File: src/design/lkr_pkg.sv
// Shared types and constants of the LRU-K frame replacer.
// No dependencies; used by every other file of the block but the assertion header.
`timescale 1ns / 1ps
package lkr_pkg;

  localparam int FRAME_SLOTS_DEF   = 64;
  localparam int HISTORY_DEPTH_DEF = 4;
  localparam int STAMP_BITS_DEF    = 32;

  localparam int MODE_BITS      = 2;
  localparam int FRAME_BITS     = 8;
  localparam int STATUS_BITS    = 3;
  localparam int VICTIM_BITS    = 6;
  localparam int COUNT_OUT_BITS = 7;
  localparam int CFG_BITS       = 7;
  localparam int APB_ADDR_BITS  = 3;
  localparam int APB_DATA_BITS  = 32;

  localparam logic [CFG_BITS-1:0]      FRAMES_IN_USE_RST = 7'd64;
  localparam logic [APB_ADDR_BITS-1:0] REG_FRAMES_IN_USE = 3'd0;

  typedef enum logic [MODE_BITS-1:0] {
    MODE_ACCESS        = 2'd0,
    MODE_SET_EVICTABLE = 2'd1,
    MODE_EVICT         = 2'd2,
    MODE_REMOVE        = 2'd3
  } mode_t;

  typedef enum logic [STATUS_BITS-1:0] {
    ST_OK            = 3'd0,
    ST_RANGE         = 3'd1,
    ST_UNTRACKED     = 3'd2,
    ST_NOT_EVICTABLE = 3'd3,
    ST_NOTHING       = 3'd4
  } status_t;

  typedef enum logic [2:0] {
    S_IDLE,
    S_DISPATCH,
    S_EXEC,
    S_SCAN,
    S_DRAIN,
    S_FINISH,
    S_RESULT
  } state_t;

  typedef struct packed {
    logic latch;
    logic exec;
    logic scan_clear;
    logic scan_step;
    logic finish;
    logic load_out;
  } cmd_t;

  typedef struct packed {
    logic is_evict;
    logic scan_last;
    logic out_free;
  } stat_t;

endpackage

File: src/design/lkr_ctrl.sv
// Sequencer of the LRU-K replacer: steps each item through decode,
// execute or victim scan, and result hand-off. Depends on lkr_pkg.
`timescale 1ns / 1ps
module lkr_ctrl (
  input  logic           clk,
  input  logic           rst,
  input  logic           in_valid,
  output logic           in_ready,
  input  lkr_pkg::stat_t stat,
  output lkr_pkg::cmd_t  cmd
);
  import lkr_pkg::*;

  state_t state, state_next;

  always_ff @(posedge clk) begin
    if (rst) begin
      state <= S_IDLE;
    end else begin
      state <= state_next;
    end
  end

  always_comb begin
    state_next = state;
    cmd        = '0;
    in_ready   = 1'b0;
    case (state)
      S_IDLE: begin
        in_ready = 1'b1;
        if (in_valid) begin
          cmd.latch  = 1'b1;
          state_next = S_DISPATCH;
        end
      end
      S_DISPATCH: begin
        cmd.scan_clear = 1'b1;
        state_next     = stat.is_evict ? S_SCAN : S_EXEC;
      end
      S_EXEC: begin
        cmd.exec   = 1'b1;
        state_next = S_RESULT;
      end
      S_SCAN: begin
        cmd.scan_step = 1'b1;
        if (stat.scan_last) state_next = S_DRAIN;
      end
      S_DRAIN: begin
        state_next = S_FINISH;
      end
      S_FINISH: begin
        cmd.finish = 1'b1;
        state_next = S_RESULT;
      end
      S_RESULT: begin
        if (stat.out_free) begin
          cmd.load_out = 1'b1;
          state_next   = S_IDLE;
        end
      end
      default: state_next = S_IDLE;
    endcase
  end

endmodule

File: config.mk
export PLATFORM = sky130hd
export DESIGN_NAME = lkr_ctrl
export DESIGN_NICKNAME = d
export VERILOG_FILES = /design/src/design/lkr_pkg.sv /design/src/design/lkr_ctrl.sv
export SDC_FILE = /design/constraint.sdc
export NUM_CORES = 1
export LEC_CHECK = 0
export BUFFER_PORTS_ARGS = -buffer_cell sky130_fd_sc_hd__buf_4
export CORE_AREA = 8 8 45 47
export DETAILED_ROUTE_END_ITERATION = 12
export DIE_AREA = 0 0 53 55
export PLACE_DENSITY_LB_ADDON = 0.08
export SLEW_MARGIN = 20
export SYNTH_ARGS = -nofsm -noshare
export SYNTH_HDL_FRONTEND = slang
export SYNTH_SLANG_ARGS = --single-unit
File: constraint.sdc
create_clock -name clk -period 1.4 [get_ports clk]
set_input_delay 0.28 -clock clk [delete_from_list [all_inputs] [get_ports clk]]
set_output_delay 0.28 -clock clk [all_outputs]
set_load 0.05 [all_outputs]
==> results of run 1 <==
[power groups by stage]
| stage | Clock, W | Sequential (W) | Combinational (W) |
|---|---|---|---|
| 2_1_floorplan | 0 | 0.000124 | 0.000434 |
| 3_3_place_gp | 0 | 0.000153 | 0.000537 |
| 3_5_place_dp | 0 | 0.000152 | 0.000535 |
| 4_1_cts | 0.000162 | 0.000165 | 0.000609 |
| 5_1_grt | 0.000176 | 0.000169 | 0.000680 |
| 6_report | 0.000153 | 0.000163 | 0.000642 |
[cells in the final DEF, fill, tap and decap left out, types with 2 or more instances in the layout]
cell type  instances
buf_4             12
buf_6              6
and3b_1            4
clkbuf_4           3
dfxtp_4            3
nor2_1             2
inv_1              2
buf_8              2
[kinds of logic (layout without fill, tap and decap cells)]
logic type	after synthesis	count (layout)	synth area share, %
AOI/OAI and AO/OA	7	7	21.1
adders and majority gates	1	1	4.22
buffers and inverters	5	26	12.7
DFF	3	3	20.3
muxes	1	1	3.38
and+or+nand+nor	15	15	38.4
[final cells by class]
cell class                      instances  area (sq um)
Fill cell                             147           846
Multi-Input combinational cell         24           225
Tap cell                               16          20.0
Sequential cell                         3          71.3
Timing Repair Buffer                   20           188
Clock buffer                            4          26.3
Inverter                                2          7.51
[path summary, 6_finish.rpt]
kind                                             from                    end  slack (ns)  depth (start not counted)
worst max-delay path            state[0]$_SDFFE_PP0P_                 cmd[0]       -0.03                          3
worst min-delay path                              rst  state[1]$_SDFFE_PP0P_        0.21                          2
worst max register to register  state[2]$_SDFFE_PP0P_  state[0]$_SDFFE_PP0P_        0.19                          5
worst min register to register  state[0]$_SDFFE_PP0P_  state[1]$_SDFFE_PP0P_        0.68                          2
[stage by stage]
| step | util, % | instances |
|---|---|---|
| after floorplan | - | 32 |
| after global placement | 30.6 | 61 |
| after detailed placement | 30.6 | 61 |
| after CTS | 36.9 | 67 |
| after global routing | 38.9 | 69 |
| final | 38.9 | 69 |
[metal layers]
metal / global-route usage (%) / vias to the layer above
met5: 0 / -
li1: - / 156
met3: 5.35 / 0
met1: 5.91 / 134
met4: 1.29 / 0
met2: 11.7 / 11
[worst max-delay path, cell delays in order, from the launching register on]
cell     delay, ns
dfxtp_4       0.35
and2b_4       0.26
and3_4        0.18
buf_8         0.14
[timing repair]
item,in CTS,in global routing
pin swaps,2,1
resized for setup,15,3
endpoints found under the setup margin,7,6
buffers inserted,2,2
==> out/metrics.yaml, run 1 <==
status:
  status: "finished, violations left"
  violations: "setup timing"
global_route:
  antenna_found_initial: 0
  grt.overflow.total: 0
  grt_max_degree: 9
  grt_pass1_vias: 339
  grt_pass1_wl_mm: 1.44
  track_usage_pct: 6.66
yosys:
  synth_area_sq_um: 297
  synth_nets: 39
  synth_edf_count: 0
  synth_top_area_share_pct: 20.3
  yosys-top-cells-count: "and3b_1, dfxtp_1"
  synth_cells: 32
  synthFlopType: "dfxtp_1"
  synth.avg_cell_area_sq_um: 9.27
  yosysWarnings: 0
  yosysSeqAreaShare_pct: 20.3
  synth-async-reset-ratio_pct: 0
  synth-seq-cells: 3
  synth_cell_type_count: 23
  yosys-top-cells-area: "dfxtp_1, and3b_1, buf_6"
  synth.most_common_cell: "and3b_1"
  yosys.area.top_type: "dfxtp_1"
placed_design:
  routabilityCongestion: 0.747
  dpl_worst_slack_ns: 0.0777
  dpl_cell_area_sq_um: 423
  hpwl_um: 679
  io_buffers: 12
cells_and_area:
  largest_reg_flops: 3
  drive_gt1_share_pct: 67.9
  antenna_cells: 0
  regMostFlops: "state"
  top_regs: "state x3"
  area_delta_synth_final_pct: 81.4
  stdcell_area_sq_um: 538
  finalNetCount: 61
die:
  fp-row-count: 14
  die_y_um: 55
  fp.coreArea_sq_um: 1380
  die_area_sq_um: 2920
  initial_utilization_pct: 21.4
  pin_count: 13
  die_x_um: 53
flow_run:
  drv_cap: 0
sta:
  fin_tns_setup_ns: -0.0563
  layout_min_cycle_time_ns: 1.43
  hold_viol_final: 0
  holdWs_ns: 0.213
  fmax_mhz: 698
  setup-violations-final: 3
  fin_worst_skew_ns: 0.00175
  min_period_over_period_pct: 102
  slew-limit-headroom_pct: 85.0
  fin_ws_ns: -0.0336
  rsz0062_at_grt: "yes"
  worst_pin_slew_ns: 0.225
  slew_violations: 0
clock_network:
  clock_latency_ns: 0.24
  clkSlewWorstSetupHoldPaths_ns: 0.03
  holdBufCountCts: 0
  cts_tree: "done"
  cts_buffers: 3
  h-tree-depth: 1
  clock_sinks: 3
  cts_buffer_depth: 2
  cts-root-buf: "clkbuf_4"
worst_setup_path:
  endpoint_kind: "output port"
  required_ns: 1.12
  cp_max_fo: 4
  crit_path_start_kind: "flip-flop"
  path_class: "reg -> out"
  arrival_ns: 1.15
route:
  met3WireLength_um: 86
  highest_layer: "met3"
  drc_errors: 0
  wl_met1_um: 340
  wl_um: 857
  viasPerCell: 4.36
  first_iter_violations: 3
  routed-wl-met2_um: 430
  via_count: 301
  dr.pass1.iters: 2
  ant_nets: 0
  wl_per_cell_um: 12.4
power_and_ir_drop:
  pwr-share-seq_pct: 17.0
  internal-power_w: 0.000538
  p_sw_w: 0.000420
  power.density_nw_per_um2: 1780
  p_clk_share_pct: 16.0
  total_power_w: 0.000958
  power_frac_comb_pct: 67.0
  peakVddDrop_mv: 0.767
  p_leak_nw: 0.257
  swShare_pct: 43.8
worst_hold_path:
  holdCritPathClass: "in -> reg"
Power figures use the tool's default switching activity.
==> run 2: changes to the inputs <==
- BUFFER_PORTS_ARGS: -buffer_cell sky130_fd_sc_hd__buf_4 -> -buffer_cell sky130_fd_sc_hd__buf_2
- CAP_MARGIN: default -> 25
==> out/metrics.yaml, run 2 (synthesis gave the netlist of run 1 again) <==
sta:
  slew_violations: 0  # unchanged
  hold_viol_final: 0  # unchanged
  layout_min_cycle_time_ns: 1.44  # +0.00405 ns
  slew-limit-headroom_pct: 85.2  # +0.17 points
  fmax_mhz: 696  # -0.28%
  worst_pin_slew_ns: 0.222  # -0.00255 ns
  fin_worst_skew_ns: 0.00140  # -0.000352 ns
  rsz0062_at_grt: "yes"
  setup-violations-final: 3  # unchanged
  fin_ws_ns: -0.0376  # -0.00405 ns
  min_period_over_period_pct: 103  # +0.29 points
cells_and_area:
  area_delta_synth_final_pct: 80.6
  drive_gt1_share_pct: 70.9  # +3.0 points
  regMostFlops: "state"
  layout.cells.non_filler: 71  # +2.9%
  multiInputGateArea_sq_um: 228  # +1.1%
  antenna_cells: 0  # unchanged
  top_regs: "state x3"
  fillers: 154  # +4.8%
  layout_commonest_cell: "buf_4"
  finalNetCount: 63  # +3.3%
  stdcell_area_sq_um: 536  # -0.47%
  largest_reg_flops: 3  # unchanged
  ff_latch_area_sq_um: 71.3  # unchanged
  layout_common_cells: "buf_4, buf_2, and3b_1, buf_6"
placed_design:
  dpl_cell_area_sq_um: 408  # -3.6%
  hpwl_um: 667  # -1.7%
  dp_cells: 63  # +3.3%
  routabilityCongestion: 0.659  # -12%
  io_buffers: 12  # unchanged
worst_setup_path:
  cp_top_family: "simple AND/OR/NAND/NOR gates"
  path_class: "reg -> out"
  endpoint_kind: "output port"
  crit_path_start_kind: "flip-flop"
  worstPathCellList: "and2b_4 -> and3_4 -> buf_8"
  r2r-start: "state[2]$_SDFFE_PP0P_"
  arrival_ns: 1.16  # about the same
  startpoint: "state[0]$_SDFFE_PP0P_"
  cpPeakStageDelay_ns: 0.36  # about the same
  required_ns: 1.12  # about the same
  cp_max_fo: 5  # +1
  worst-path-buf-inv: 1  # unchanged
  slowest_stage: "dfxtp_4"
clock_network:
  cts-root-buf: "clkbuf_4"
  cts_buffers: 3  # unchanged
  clkSlewWorstSetupHoldPaths_ns: 0.04  # about the same
  clock_sinks: 3  # unchanged
  cts_buffer_depth: 2  # unchanged
  holdBufCountCts: 0  # unchanged
  cts_tree: "done"
  clock_latency_ns: 0.23  # about the same
  h-tree-depth: 1  # unchanged
worst_hold_path:
  hp-start: "rst"
  holdCritPathClass: "in -> reg"
power_and_ir_drop:
  pwr-share-seq_pct: 17.8  # +0.8 points
  power.density_nw_per_um2: 1810  # +1.5%
  power_frac_comb_pct: 66.6  # -0.4 points
  internal-power_w: 0.000545  # +1.3%
  swShare_pct: 43.7  # -0.11 points
  p_clk_share_pct: 15.7  # -0.3 points
  p_sw_w: 0.000423  # +0.82%
  peakVddDrop_mv: 0.547  # -29%
  p_leak_nw: 0.261  # +1.7%
die:
  die_x_um: 53  # unchanged
  pin_count: 13  # unchanged
  fp-row-count: 14  # unchanged
  die_y_um: 55  # unchanged
  fp.coreArea_sq_um: 1380  # unchanged
  die_area_sq_um: 2920  # unchanged
  initial_utilization_pct: 21.4  # unchanged
route:
  viasPerCell: 4.56  # +4.6%
  via_count: 324  # +7.6%
  wl_per_cell_um: 12.3  # -0.78%
  ant_nets: 0  # unchanged
  wl_um: 875  # +2.1%
  dr.pass1.iters: 1  # -1
  drc_errors: 0  # unchanged
  first_iter_violations: 0  # -3
status:
  status: "finished, violations left"
  violations: "setup timing"
global_route:
  antenna_found_initial: 0  # unchanged
  grt.overflow.total: 0  # unchanged
  grt_pass1_wl_mm: 1.41  # -1.5%
  track_usage_pct: 6.33  # -0.33 points
  grt_max_degree: 10  # +1
  grt_pass1_vias: 336  # -0.88%
flow_run:
  drv_cap: 0  # unchanged
[run 2: cell types whose count changed in the layout (fill, tap and decap cells not counted)]
cell,delta
buf_2,+5
buf_6,-2
buf_4,-1
nor2_1,-1
nor2_2,+1
[run 2: path summary, 6_finish.rpt]
kind / endpoint / slack (ns) / cells after the start
worst max register to register: state[1]$_SDFFE_PP0P_ / 0.13 / 5
worst min-delay path: state[1]$_SDFFE_PP0P_ / 0.24 / 2
worst max-delay path: cmd[0] / -0.04 / 3
worst min register to register: state[0]$_SDFFE_PP0P_ / 0.63 / 2
[run 2: repair_timing]
action,CTS,global route
gates resized for setup,19,5
gates cloned,0,0
endpoints found under the setup margin,7,5
setup buffers,4,0
pin swaps,2,2
[run 2: worst register-to-register path, stage by stage (launching register included)]
cell and delay (ns):
dfxtp_4 0.37, buf_4 0.15, ha_1 0.19, mux2i_1 0.13, a22oi_1 0.12, a221oi_2 0.22
[run 2: routing by layer]
layer	track usage, %	wire length [um]
met3	0.802	46
met5	0	0
met1	6.66	356
met2	11.7	473
met4	3.88	0
[run 2: power by group through the flow]
stage | combinational [W] | clock, W | sequential (W)
floorplan | 0.000434 | 0 | 0.000124
global placement | 0.000505 | 0 | 0.000167
detailed placement | 0.000509 | 0 | 0.000167
CTS | 0.000630 | 0.000158 | 0.000170
global route | 0.000685 | 0.000164 | 0.000178
finish | 0.000644 | 0.000152 | 0.000172
[run 2: layout make-up]
type                    count  share of cell area, %
clock buffers               4                   4.91
inverters                   2                   1.40
repair buffers             22                   34.1
multi-input cells          24                   42.5
well taps                  16                   3.74
flip-flops and latches      3                   13.3
[run 2: stage by stage]
stage	setup slack, ns	hold WS, ns	TNS (ns)	utilization [%]	total power [W]
2_1_floorplan	-0.179	0.346	-0.336	-	0.000559
3_3_place_gp	0.0469	0.478	0	29.5	0.000672
3_5_place_dp	0.0350	0.483	0	29.5	0.000677
4_1_cts	-0.0565	0.230	-0.118	37.4	0.000958
5_1_grt	-0.0755	0.239	-0.210	38.7	0.00103
6_report	-0.0376	0.237	-0.0784	38.7	0.000968
==> run 3: changes to the inputs <==
- GPL_TIMING_DRIVEN: default -> 0
- MAX_ROUTING_LAYER: default -> met4
==> out/metrics.yaml, run 3 (synthesis gave the netlist of run 1 again) <==
status:
  status: "finished, violations left"
  violations: "setup timing"
route:
  drc_errors: 0  # unchanged
  met3WireLength_um: 29  # -37%
  wl_um: 943  # +7.8%
  ant_nets: 0  # unchanged
  dr.pass1.iters: 4  # +3
  wl_per_cell_um: 12.4  # +0.68%
  routed-wl-met2_um: 512  # +8.2%
  first_iter_violations: 2  # +2
  highest_layer: "met3"
  viasPerCell: 4.61  # +0.92%
  wl_met1_um: 401  # +13%
  via_count: 350  # +8.0%
sta:
  min_period_over_period_pct: 103  # +0.79 points
  holdWs_ns: 0.235  # -0.00157 ns
  hold_viol_final: 0  # unchanged
  worst_pin_slew_ns: 0.264  # +0.0418 ns
  fin_worst_skew_ns: 0.00302  # +0.00162 ns
  slew_violations: 0  # unchanged
  rsz0062_at_grt: "yes"
  setup-violations-final: 4  # +1
  fin_ws_ns: -0.0487  # -0.0111 ns
  layout_min_cycle_time_ns: 1.45  # +0.0111 ns
  fmax_mhz: 690  # -0.76%
  slew-limit-headroom_pct: 82.4  # -2.8 points
clock_network:
  h-tree-depth: 1  # unchanged
  cts-root-buf: "clkbuf_4"
  cts_buffers: 3  # unchanged
  cts_tree: "done"
  holdBufCountCts: 0  # unchanged
  clkSlewWorstSetupHoldPaths_ns: 0.04  # about the same
  cts_buffer_depth: 2  # unchanged
  clock_sinks: 3  # unchanged
  clock_latency_ns: 0.23  # about the same
die:
  die_area_sq_um: 2920  # unchanged
  pin_count: 13  # unchanged
  die_y_um: 55  # unchanged
  fp.coreArea_sq_um: 1380  # unchanged
  fp-row-count: 14  # unchanged
  die_x_um: 53  # unchanged
  initial_utilization_pct: 21.4  # unchanged
global_route:
  track_usage_pct: 6.87  # +0.54 points
  grt_max_degree: 11  # +1
  grt_pass1_wl_mm: 1.45  # +2.5%
  grt.overflow.total: 0  # unchanged
  antenna_found_initial: 0  # unchanged
  grt_pass1_vias: 347  # +3.3%
cells_and_area:
  area_delta_synth_final_pct: 92.8
  layout.cells.non_filler: 76  # +7.0%
  layout_commonest_cell: "buf_4"
  drive_gt1_share_pct: 73.3  # +2.4 points
  top_regs: "state x3"
  fillers: 149  # -3.2%
  regMostFlops: "state"
  multiInputGateArea_sq_um: 228  # unchanged
  largest_reg_flops: 3  # unchanged
  layout_common_cells: "buf_4, buf_2, buf_6"
  finalNetCount: 68  # +7.9%
  antenna_cells: 0  # unchanged
  ff_latch_area_sq_um: 66.3  # -7.0%
placed_design:
  hpwl_um: 659  # -1.3%
  io_buffers: 12  # unchanged
  routabilityCongestion: 0.705  # +6.9%
  dp_cells: 60  # -4.8%
power_and_ir_drop:
  peakVddDrop_mv: 0.863  # +58%
  power.density_nw_per_um2: 1780  # -1.6%
  p_leak_nw: 0.288  # +10%
worst_setup_path:
  crit_path_start_kind: "flip-flop"
  cp_max_fo: 8  # +3
  path_class: "reg -> out"
  r2r-start: "state[1]$_SDFFE_PP0P_"
  reg2reg_slack_ns: 0.07  # -0.06 ns
  endpoint_kind: "output port"
  required_ns: 1.12  # about the same
  startpoint: "state[0]$_SDFFE_PP0P_"
  arrival_ns: 1.17  # about the same
worst_hold_path:
  hp-start: "rst"
  holdCritPathClass: "in -> reg"
flow_run:
  drv_cap: 0  # unchanged
-- run 3: report_power, final --
part | internal (W) | switching [W] | total [W]
Sequential | 0.000115 | 0.0000182 | 0.000133
Clock | 0.000107 | 0.0000434 | 0.000150
Combinational | 0.000357 | 0.000377 | 0.000734
-- run 3: final timing paths --
kind | endpoint | cells past startpoint
worst max-delay path | cmd[5] | 4
worst min-delay path | state[1]$_SDFFE_PP0P_ | 2
worst max register to register | state[2]$_SDFFE_PP0P_ | 6
worst min register to register | state[0]$_SDFFE_PP0P_ | 2
-- run 3: per-stage QoR --
| stage | util (%) | setup slack [ns] | cell area [sq um] | power [W] | setup TNS (ns) |
|---|---|---|---|---|---|
| floorplan | - | -0.179 | 313 | 0.000559 | -0.336 |
| global placement | 28.4 | 0.0210 | 393 | 0.000659 | 0 |
| detailed placement | 28.4 | 0.00626 | 393 | 0.000664 | 0 |
| CTS | 37.4 | -0.0992 | 518 | 0.000969 | -0.250 |
| global route | 41.3 | -0.101 | 572 | 0.00108 | -0.381 |
| finish | 41.3 | -0.0487 | 572 | 0.00102 | -0.138 |
-- run 3: routing by layer --
layer,track usage [%],vias up
li1,-,170
met1,7.28,173
met2,11.9,7
met3,1.87,0
met4,2.59,0
met5,-,-
-- run 3: cell type report --
cell class,count,share of cell area [%]
Clock buffer,4,4.60
Multi-Input combinational cell,24,39.8
Tap cell,16,3.50
Buffer,3,5.91
Timing Repair Buffer,24,33.3
Inverter,2,1.31
Sequential cell,3,11.6
-- run 3: what timing repair did --
action / CTS / global route
pin swaps: 2 / 4
gates cloned: 2 / 0
endpoints found under the hold margin: 0 / 0
buffers inserted: 6 / 4
setup endpoints to repair: 7 / 7
gates resized for setup: 15 / 7
-- run 3: critical path, stage by stage, from the launching register on --
cell and delay (ns):
dfxtp_2 0.32, buf_6 0.13, nor3_4 0.18, and2_4 0.17, buf_8 0.13
