--- src/design/lkr_pkg.sv ---
// Shared types and constants of the LRU-K frame replacer.
// No dependencies; used by every other file of the block but the assertion header.
`timescale 1ns / 1ps
package lkr_pkg;

  localparam int FRAME_SLOTS_DEF   = 64;
  localparam int HISTORY_DEPTH_DEF = 4;
  localparam int STAMP_BITS_DEF    = 32;

  localparam int MODE_BITS      = 2;
  localparam int FRAME_BITS     = 8;
  localparam int STATUS_BITS    = 3;
  localparam int VICTIM_BITS    = 6;
  localparam int COUNT_OUT_BITS = 7;
  localparam int CFG_BITS       = 7;
  localparam int APB_ADDR_BITS  = 3;
  localparam int APB_DATA_BITS  = 32;

  localparam logic [CFG_BITS-1:0]      FRAMES_IN_USE_RST = 7'd64;
  localparam logic [APB_ADDR_BITS-1:0] REG_FRAMES_IN_USE = 3'd0;

  typedef enum logic [MODE_BITS-1:0] {
    MODE_ACCESS        = 2'd0,
    MODE_SET_EVICTABLE = 2'd1,
    MODE_EVICT         = 2'd2,
    MODE_REMOVE        = 2'd3
  } mode_t;

  typedef enum logic [STATUS_BITS-1:0] {
    ST_OK            = 3'd0,
    ST_RANGE         = 3'd1,
    ST_UNTRACKED     = 3'd2,
    ST_NOT_EVICTABLE = 3'd3,
    ST_NOTHING       = 3'd4
  } status_t;

  typedef enum logic [2:0] {
    S_IDLE,
    S_DISPATCH,
    S_EXEC,
    S_SCAN,
    S_DRAIN,
    S_FINISH,
    S_RESULT
  } state_t;

  typedef struct packed {
    logic latch;
    logic exec;
    logic scan_clear;
    logic scan_step;
    logic finish;
    logic load_out;
  } cmd_t;

  typedef struct packed {
    logic is_evict;
    logic scan_last;
    logic out_free;
  } stat_t;

endpackage

--- src/design/lkr_cfg_regs.sv ---
// APB-style register file holding the frames_in_use limit.
// Depends on lkr_pkg.
`timescale 1ns / 1ps
module lkr_cfg_regs (
  input  logic                                clk,
  input  logic                                rst,
  input  logic                                psel,
  input  logic                                penable,
  input  logic                                pwrite,
  input  logic [lkr_pkg::APB_ADDR_BITS-1:0]   paddr,
  input  logic [lkr_pkg::APB_DATA_BITS-1:0]   pwdata,
  output logic [lkr_pkg::APB_DATA_BITS-1:0]   prdata,
  output logic                                pready,
  output logic [lkr_pkg::CFG_BITS-1:0]        frames_in_use
);
  import lkr_pkg::*;

  assign pready = 1'b1;

  always_ff @(posedge clk) begin
    if (rst) begin
      frames_in_use <= FRAMES_IN_USE_RST;
    end else if (psel && penable && pwrite && paddr == REG_FRAMES_IN_USE) begin
      frames_in_use <= pwdata[CFG_BITS-1:0];
    end
  end

  assign prdata = (paddr == REG_FRAMES_IN_USE) ? APB_DATA_BITS'(frames_in_use) : '0;

endmodule

--- config.mk ---
export PLATFORM = sky130hd
export DESIGN_NAME = lkr_cfg_regs
export DESIGN_NICKNAME = d
export VERILOG_FILES = /design/src/design/lkr_pkg.sv /design/src/design/lkr_cfg_regs.sv
export SDC_FILE = /design/constraint.sdc
export NUM_CORES = 1
export LEC_CHECK = 0
export ABC_AREA = 0
export BUFFER_PORTS_ARGS = -buffer_cell sky130_fd_sc_hd__buf_2
export CAP_MARGIN = 40
export CORE_AREA = 4 4 50 52
export DETAILED_ROUTE_END_ITERATION = 10
export DIE_AREA = 0 0 54 56
export GPL_ROUTABILITY_DRIVEN = 0
export PLACE_DENSITY_LB_ADDON = 0.1
export SYNTH_ARGS = -nofsm -noshare
export SYNTH_HDL_FRONTEND = slang
export SYNTH_SLANG_ARGS = --single-unit
--- constraint.sdc ---
create_clock -name clk -period 1.18 [get_ports clk]
set_clock_uncertainty 0.1 [all_clocks]
set_input_delay 0.059 -clock clk [delete_from_list [all_inputs] [get_ports clk]]
set_output_delay 0.059 -clock clk [all_outputs]
set_load 0.05 [all_outputs]
==> results.sh, run 1 <==
export IMPL_num_rows=17
export IMPL_setup_viol=0
export IMPL_fp_dieW_microns=54
export IMPL_slew_viol_final=0
export IMPL_dp_hpwl_microns=900
export IMPL_io_pins=80
export IMPL_use_met1_pct=10.4
export IMPL_portBuffers=28
export IMPL_antenna_found_initial=0
export IMPL_start_util_pct=27.6
export IMPL_timing_fmax_mhz=900
export IMPL_final_hold_violation_count=0
export IMPL_ant_nets=0
export IMPL_outcome="finished, final reports clean"
export IMPL_core_area_sq_um=2110
export IMPL_netlist_area_sq_um=582
export IMPL_fin_tns_setup_ns=0
export IMPL_met2_usage_pct=12.5
export IMPL_place_inst=121
export IMPL_yosys_warnings=0
export IMPL_met3_usage_pct=2.41
export IMPL_fillers=226
export IMPL_drt_drc_violations_left=0
export IMPL_cts_root_buffer="clkbuf_4"
export IMPL_fin_crit_sh_pct=94.2
export IMPL_die_area_sq_um=3020
export IMPL_nets=145
export IMPL_setup_worst_path_start_class="flip-flop"
export IMPL_rsz0062_at_grt="false"
export IMPL_dr_pass1_iters=2
export IMPL_grt_ovfl_total=0
export IMPL_h_tree_depth=1
export IMPL_dr_total_vias=463
export IMPL_via_per_inst=3.51
export IMPL_holdCritPathClass="in -> reg"
export IMPL_ys_seq_elements=7
export IMPL_drt_wl_total_mm=1.19
export IMPL_path_max_fanout=3
export IMPL_grt_pass1_wl_mm=1.85
export IMPL_drt_initial_drc_count=2
export IMPL_finalCriticalPeriod_ns=1.11
export IMPL_end_kind="output port"
export IMPL_routedWlPerCell_microns=9.00
export IMPL_yosysSeqAreaShare_pct=24.1
export IMPL_p_leak_nw=0.400
export IMPL_clockBufferDepth=2
export IMPL_grt_max_degree=15
export IMPL_synth_area_per_cell_sq_um=8.68
export IMPL_cp_arrival_ns=0.95
export IMPL_r2r_start="frames_in_use[6]"
export IMPL_area_sequential_sq_um=149
export IMPL_cp_startpoint="frames_in_use[1]"
export IMPL_p_per_area_nw_per_um2=934
export IMPL_top_regs="frames_in_use x7"
export IMPL_clkSinkCount=7
export IMPL_largest_reg_flops=7
export IMPL_multi_input_area_sq_um=322
export IMPL_largest_register="frames_in_use"
export IMPL_synth_cells=67
export IMPL_drive_gt1_share_pct=46.2
export IMPL_cts_tree="built"
export IMPL_num_antenna_cells=0
export IMPL_ys_types=11
export IMPL_instances_no_fill=132
export IMPL_path_clk_slew_ns=0.05
export IMPL_hp_start="rst"
export IMPL_syn2layout_area_growth_pct=32.3
export IMPL_vdd_ir_drop_max_uv=458
export IMPL_first_global_vias=420
export IMPL_maxCapViolations=0
export IMPL_crit_type="reg -> out"
export IMPL_fp_dieH_microns=56
export IMPL_insertion_delay_ns=0.24
export IMPL_grt_total_usage_pct=8.30
export IMPL_numCtsBuffers=3
export IMPL_required_ns=1.02
export IMPL_busiest_layer="met2"
## final timing paths
kind,endpoint,slack [ns],cells after the start
worst min-delay path,frames_in_use[6],0.09,3
worst max register to register,frames_in_use[6],0.48,2
worst min register to register,frames_in_use[2],0.37,2
worst max-delay path,prdata[1],0.07,2
## Yosys cell counts, drive strengths merged
cell     n  share of area, %
dfxtp    7                24
conb     2               1.3
mux2i    7                12
and2     7               9.0
clkbuf   1              0.64
nand2b  12                13
nor2     2               1.3
and4     1               1.5
nor3     1               1.7
buf     27                35
## routing by layer
| metal | vias up | part of all wire (%) |
|---|---|---|
| met1 | 200 | 40 |
| met2 | 32 | 44 |
| li1 | 231 | - |
| met4 | 0 | 0 |
| met3 | 0 | 15 |
| met5 | - | 0 |
## report_power, final
group          internal (W)  switching [W]
logic             0.0000486       0.000217
registers          0.000238     0.00000113
clock network      0.000129      0.0000853
## cell type report
cell class	count	area share (%)
Multi-Input combinational cell	56	41.8
Timing Repair Buffer	37	30.9
Sequential cell	7	19.3
Tap cell	28	4.55
Clock buffer	4	3.41
## cells by family after synthesis
logic type | count (synthesis) | share of synthesized area, %
other | 2 | 1.29
muxes | 7 | 12.0
and+or+nand+nor | 23 | 26.5
DFF | 7 | 24.1
buffers and inverters | 28 | 36.1
## stage by stage
stage	area, sq um	worst slack [ns]	hold WS (ns)	utilization (%)	total power [W]
after detailed placement	673	0.0660	0.222	32.0	0.000491
after global routing	769	0.00822	0.115	36.5	0.000766
final	769	0.0690	0.0947	36.5	0.000719
after CTS	769	0.0539	0.0939	36.5	0.000730
after global placement	673	0.0544	0.217	32.0	0.000490
after floorplan	681	0.158	0.106	-	0.000525
## placed cells by master, fill, tap and decap left out, types with 2 or more instances in the layout
cell and count:
nor2_1 2, mux2i_1 7, conb_1 26, buf_2 28
dfxtp_2 7, nand2b_1 12, clkbuf_4 3, and2_2 7
dlygate4sd3_1 7
## repair_timing
item                                   in CTS  in global routing
setup buffers                               0                  0
endpoints found under the hold margin       7                  0
hold buffers                                7                  0
resized for setup                           0                  0
## critical path, stage by stage, from the launching register on
cell and delay (ns):
dfxtp_2 0.33, and2_2 0.13, buf_2 0.25
No activity file was read; power rests on OpenSTA's default activity.
==> run 2: changes to the inputs <==
--- a/config.mk
+++ b/config.mk
@@ -7,12 +7,12 @@
 export LEC_CHECK = 0
 export ABC_AREA = 0
 export BUFFER_PORTS_ARGS = -buffer_cell sky130_fd_sc_hd__buf_2
-export CAP_MARGIN = 40
+export CAP_MARGIN = 20
 export CORE_AREA = 4 4 50 52
 export DETAILED_ROUTE_END_ITERATION = 10
 export DIE_AREA = 0 0 54 56
 export GPL_ROUTABILITY_DRIVEN = 0
-export PLACE_DENSITY_LB_ADDON = 0.1
+export PLACE_DENSITY = 0.75
 export SYNTH_ARGS = -nofsm -noshare
 export SYNTH_HDL_FRONTEND = slang
 export SYNTH_SLANG_ARGS = --single-unit
==> run 2 against run 1 <==
  * Global-route usage rose by 0.061 points
  * Combinational power barely moved
  * Via count fell by 3.0%
  * Critical path depth did not move
==> results.sh, run 2 (synthesized netlist as in run 1, its figures left out) <==
export IMPL_cts_resized=0
export IMPL_vdd_ir_drop_max_uv=351
export IMPL_finalCriticalPeriod_ns=1.11
export IMPL_core_area_sq_um=2110
export IMPL_grt_total_usage_pct=8.36
export IMPL_grt_max_degree=15
export IMPL_num_antenna_cells=0
export IMPL_clkSinkCount=7
export IMPL_grt_pass1_wl_mm=1.79
export IMPL_largest_register="frames_in_use"
export IMPL_postPlaceCellArea_sq_um=668
export IMPL_fp_dieW_microns=54
export IMPL_start_util_pct=27.6
export IMPL_insertion_delay_ns=0.25
export IMPL_final_common_cell="buf_2"
export IMPL_first_global_vias=433
export IMPL_io_pins=80
export IMPL_drt_initial_drc_count=0
export IMPL_drt_wl_total_mm=1.22
export IMPL_comb_power_share_pct=36.3
export IMPL_p_int_w=0.000416
export IMPL_p_leak_nw=0.403
export IMPL_fin_tns_setup_ns=0
export IMPL_cts_tree="built"
export IMPL_setup_viol=0
export IMPL_h_tree_depth=1
export IMPL_top_regs="frames_in_use x7"
export IMPL_required_ns=1.02
export IMPL_maxCapViolations=0
export IMPL_largest_reg_flops=7
export IMPL_p_clk_share_pct=30.9
export IMPL_holdCritPathClass="in -> reg"
export IMPL_cp_arrival_ns=0.96
export IMPL_path_clk_slew_ns=0.06
export IMPL_fin_ws_ns=0.0651
export IMPL_antenna_found_initial=0
export IMPL_ff2ff_path_depth=2
export IMPL_timing_fmax_mhz=897
export IMPL_fillers=229
export IMPL_p_sw_w=0.000312
export IMPL_num_rows=17
export IMPL_switching_share_pct=42.9
export IMPL_hp_start="rst"
export IMPL_reg2reg_slack_ns=0.49
export IMPL_dp_hpwl_mm=1.01
export IMPL_area_sequential_sq_um=149
export IMPL_die_area_sq_um=3020
export IMPL_multi_input_area_sq_um=322
export IMPL_post_cts_setup_buffer_count=0
export IMPL_fin_crit_sh_pct=94.5
export IMPL_seqPwrFrac_pct=32.9
export IMPL_fp_dieH_microns=56
export IMPL_reg2reg_to="frames_in_use[6]"
export IMPL_portBuffers=28
export IMPL_end_kind="output port"
export IMPL_path_max_fanout=3
export IMPL_cts_root_buffer="clkbuf_4"
export IMPL_syn2layout_area_growth_pct=31.4
export IMPL_dr_total_vias=449
export IMPL_final_hold_violation_count=0
export IMPL_ant_nets=0
export IMPL_fin_area_sq_um=764
export IMPL_crit_type="reg -> out"
export IMPL_final_cell_mix="buf_2, conb_1, nand2b_1"
export IMPL_setup_worst_path_start_class="flip-flop"
export IMPL_pre_cts_slack_ns=0.0508
export IMPL_nets=146
export IMPL_grt_ovfl_total=0
export IMPL_routedWlPerCell_microns=9.20
export IMPL_drt_drc_violations_left=0
export IMPL_outcome="finished, final reports clean"
export IMPL_drive_gt1_share_pct=46.7
export IMPL_slew_viol_final=0
export IMPL_r2r_start="frames_in_use[6]"
export IMPL_power_total_w=0.000728
export IMPL_via_per_inst=3.38
export IMPL_p_per_area_nw_per_um2=953
export IMPL_ctsHoldBuffers=7
export IMPL_clockBufferDepth=2
export IMPL_rsz0062_at_grt="false"
export IMPL_whs_path_depth=3
export IMPL_numCtsBuffers=3
export IMPL_dr_pass1_iters=1
export IMPL_holdPathEnd="frames_in_use[6]"
==> run 2: worst max-delay path, stage by stage, from the launching register on <==
cell and delay, ns:
dfxtp_2 0.33, and2_2 0.12, buf_2 0.25
==> run 2: layout make-up <==
class                   count  share of cell area, %
multi-input cells          56                   42.1
repair buffers             38                   30.4
flip-flops and latches      7                   19.5
clock buffers               4                   3.44
well taps                  28                   4.58
==> run 2: worst max path at each step <==
stage	slack [ns]	depth (start not counted)	from	endpoint
after CTS	0.04	2	frames_in_use[5]	prdata[5]
after detailed placement	0.05	5	paddr[1]	frames_in_use[1]
after global placement	0.07	5	paddr[1]	frames_in_use[3]
after global routing	0.01	2	frames_in_use[1]	prdata[1]
after floorplan	0.16	4	paddr[1]	frames_in_use[0]
final	0.07	2	frames_in_use[5]	prdata[5]
==> run 2: metal layers <==
layer	track usage, %	up-vias	part of all wire (%)
met4	5.34	0	0
met1	8.52	189	34
met5	0	-	0
met2	14.2	28	53
li1	-	232	-
met3	2.41	0	13
==> run 2: power by group through the flow <==
stage	Clock, W	Combinational (W)	Sequential, W
floorplan	0	0.000274	0.000251
global placement	0	0.000243	0.000245
detailed placement	0	0.000245	0.000245
CTS	0.000244	0.000263	0.000239
global route	0.000250	0.000278	0.000239
finish	0.000225	0.000264	0.000239
==> run 2: through the flow <==
| step | util (%) | cells | hold WS [ns] |
|---|---|---|---|
| CTS | 36.3 | 133 | 0.0764 |
| finish | 36.3 | 133 | 0.0806 |
| detailed placement | 31.7 | 122 | 0.222 |
| floorplan | - | 91 | 0.106 |
| global placement | 31.7 | 122 | 0.215 |
| global route | 36.3 | 133 | 0.131 |
==> run 3: changes to the inputs <==
--- a/config.mk
+++ b/config.mk
@@ -5,14 +5,15 @@
 export SDC_FILE = /design/constraint.sdc
 export NUM_CORES = 1
 export LEC_CHECK = 0
-export ABC_AREA = 0
+export ABC_AREA = 1
 export BUFFER_PORTS_ARGS = -buffer_cell sky130_fd_sc_hd__buf_2
 export CAP_MARGIN = 20
-export CORE_AREA = 4 4 50 52
+export CORE_AREA = 4 4 49 51
+export CTS_BUF_LIST = sky130_fd_sc_hd__clkbuf_4 sky130_fd_sc_hd__clkbuf_8
 export DETAILED_ROUTE_END_ITERATION = 10
-export DIE_AREA = 0 0 54 56
+export DIE_AREA = 0 0 53 55
 export GPL_ROUTABILITY_DRIVEN = 0
-export PLACE_DENSITY = 0.75
+export PLACE_DENSITY = 0.79
 export SYNTH_ARGS = -nofsm -noshare
 export SYNTH_HDL_FRONTEND = slang
 export SYNTH_SLANG_ARGS = --single-unit
==> run 3 against run 2 <==
  * Clock power increased by 8%
  * Critical endpoint is now prdata[1]
  * Critical path type unchanged
  * Combinational power rose by 6%
  * Count of clock-buffer cells in the layout stayed put
==> results.sh, run 3 <==
export IMPL_outcome="finished, final reports clean"
export IMPL_dr_total_vias=532
export IMPL_dp_hpwl_mm=1.04
export IMPL_final_common_cell="conb_1"
export IMPL_setup_viol=0
export IMPL_start_util_pct=31.0
export IMPL_whs_path_depth=3
export IMPL_io_pins=80
export IMPL_numCtsBuffers=3
export IMPL_drt_drc_violations_left=0
export IMPL_ff2ff_path_depth=2
export IMPL_synth_area_leaders="buf_4, dfxtp_1, nor2_1"
export IMPL_insertion_delay_ns=0.25
export IMPL_portBuffers=28
export IMPL_top_regs="frames_in_use x7"
export IMPL_dr_pass1_iters=4
export IMPL_largest_register="frames_in_use"
export IMPL_ys_types=12
export IMPL_cp_arrival_ns=0.98
export IMPL_yosysSeqAreaShare_pct=23.3
export IMPL_end_kind="output port"
export IMPL_cts_tree="built"
export IMPL_ys_seq_elements=7
export IMPL_vdd_ir_drop_max_uv=296
export IMPL_synth_most_common_cell="buf_4"
export IMPL_die_area_sq_um=2920
export IMPL_grt_total_usage_pct=7.65
export IMPL_synth_cells=92
export IMPL_fin_ws_ns=0.0397
export IMPL_setup_worst_path_start_class="flip-flop"
export IMPL_ant_nets=0
export IMPL_maxCapViolations=0
export IMPL_fillers=204
export IMPL_final_cell_mix="conb_1, buf_2, inv_1, nor2_1, clkbuf_4"
export IMPL_clockBufferDepth=2
export IMPL_path_max_fanout=3
export IMPL_cts_root_buffer="clkbuf_4"
export IMPL_holdCritPathClass="in -> reg"
export IMPL_num_rows=16
export IMPL_postPlaceCellArea_sq_um=732
export IMPL_antenna_found_initial=0
export IMPL_grt_pass1_wl_mm=1.59
export IMPL_via_per_inst=3.55
export IMPL_synth_top_area_share_pct=32.4
export IMPL_final_hold_violation_count=0
export IMPL_slew_viol_final=0
export IMPL_core_area_sq_um=1940
export IMPL_fp_dieW_microns=53
export IMPL_clkSinkCount=7
export IMPL_fin_crit_sh_pct=96.6
export IMPL_fin_area_sq_um=787
export IMPL_post_cts_setup_buffer_count=0
export IMPL_finalCriticalPeriod_ns=1.14
export IMPL_num_antenna_cells=0
export IMPL_syn2layout_area_growth_pct=30.8
export IMPL_fp_dieH_microns=55
export IMPL_routedWlPerCell_microns=8.04
export IMPL_fin_tns_setup_ns=0
export IMPL_nets=164
export IMPL_synth_edf_count=0
export IMPL_first_global_vias=401
export IMPL_crit_type="reg -> out"
export IMPL_grt_ovfl_total=0
export IMPL_synth_area_per_cell_sq_um=6.54
export IMPL_ys_async_sr_fraction_pct=0
export IMPL_pre_cts_slack_ns=0.143
export IMPL_drt_wl_total_mm=1.21
export IMPL_synth_top_flop_cell="dfxtp_1"
export IMPL_path_clk_slew_ns=0.06
export IMPL_drt_initial_drc_count=4
export IMPL_power_total_w=0.000766
export IMPL_yosys_area_top_type="buf_4"
export IMPL_synthTopCellsByCount="buf_4, nor2_1, inv_1"
export IMPL_grt_max_degree=10
export IMPL_p_leak_nw=0.450
export IMPL_netlist_area_sq_um=602
export IMPL_yosys_warnings=0
export IMPL_p_per_area_nw_per_um2=973
export IMPL_drive_gt1_share_pct=41.5
export IMPL_largest_reg_flops=7
export IMPL_timing_fmax_mhz=877
export IMPL_rsz0062_at_grt="false"
export IMPL_required_ns=1.02
export IMPL_h_tree_depth=1
-- run 3: cell type report --
type,instances,area (sq um),share of cell area (%)
clock buffers,4,30.0,3.82
inverters,17,63.8,8.11
multi-input cells,66,345,43.9
flip-flops and latches,7,149,18.9
well taps,27,33.8,4.29
repair buffers,29,165,21.0
-- run 3: path summary, 6_finish.rpt --
check	startpoint	end	slack [ns]
setup / recovery	frames_in_use[1]	prdata[1]	0.04
hold / removal	rst	frames_in_use[6]	0.003
setup reg to reg	frames_in_use[2]	frames_in_use[2]	0.50
hold reg to reg	frames_in_use[1]	frames_in_use[1]	0.38
-- run 3: report_power, final --
part	internal [W]	switching, W
Combinational	0.0000356	0.000244
Clock	0.000152	0.0000919
Sequential	0.000240	0.00000194
-- run 3: through the flow --
stage | hold WS [ns] | instances | util [%]
floorplan | 0.0853 | 116 | -
finish | 0.00347 | 150 | 40.5
CTS | 0.000706 | 150 | 39.8
global placement | 0.171 | 145 | 37.7
detailed placement | 0.177 | 145 | 37.7
global route | 0.0204 | 150 | 40.5
-- run 3: what timing repair did --
| item | in CTS | in global routing |
|---|---|---|
| gates resized for setup | 0 | 6 |
| hold endpoints to repair | 1 | 0 |
| hold buffers | 1 | 0 |
| endpoints found under the setup margin | 0 | 6 |
-- run 3: cell families (layout without fill, tap and decap cells) --
group                  Yosys count  after routing  share of synthesized area (%)
buffers and inverters           43             50                           43.0
AND/OR/NAND/NOR                 39             39                           31.6
flip-flops                       7              7                           23.3
other                            2             26                           1.25
AO/OA/AOI/OAI                    1              1                          0.831
-- run 3: routing by layer --
metal,GRT usage [%],up-vias,part of all wire (%)
met4,3.83,0,0.33
met5,0,-,0
li1,-,276,-
met1,5.93,216,32
met2,15.9,38,51
met3,3.22,2,17
-- run 3: worst max-delay path, cell delays in order, from the launching register on --
cell and delay (ns):
dfxtp_2 0.33, inv_1 0.06, nor2_4 0.08, buf_2 0.26
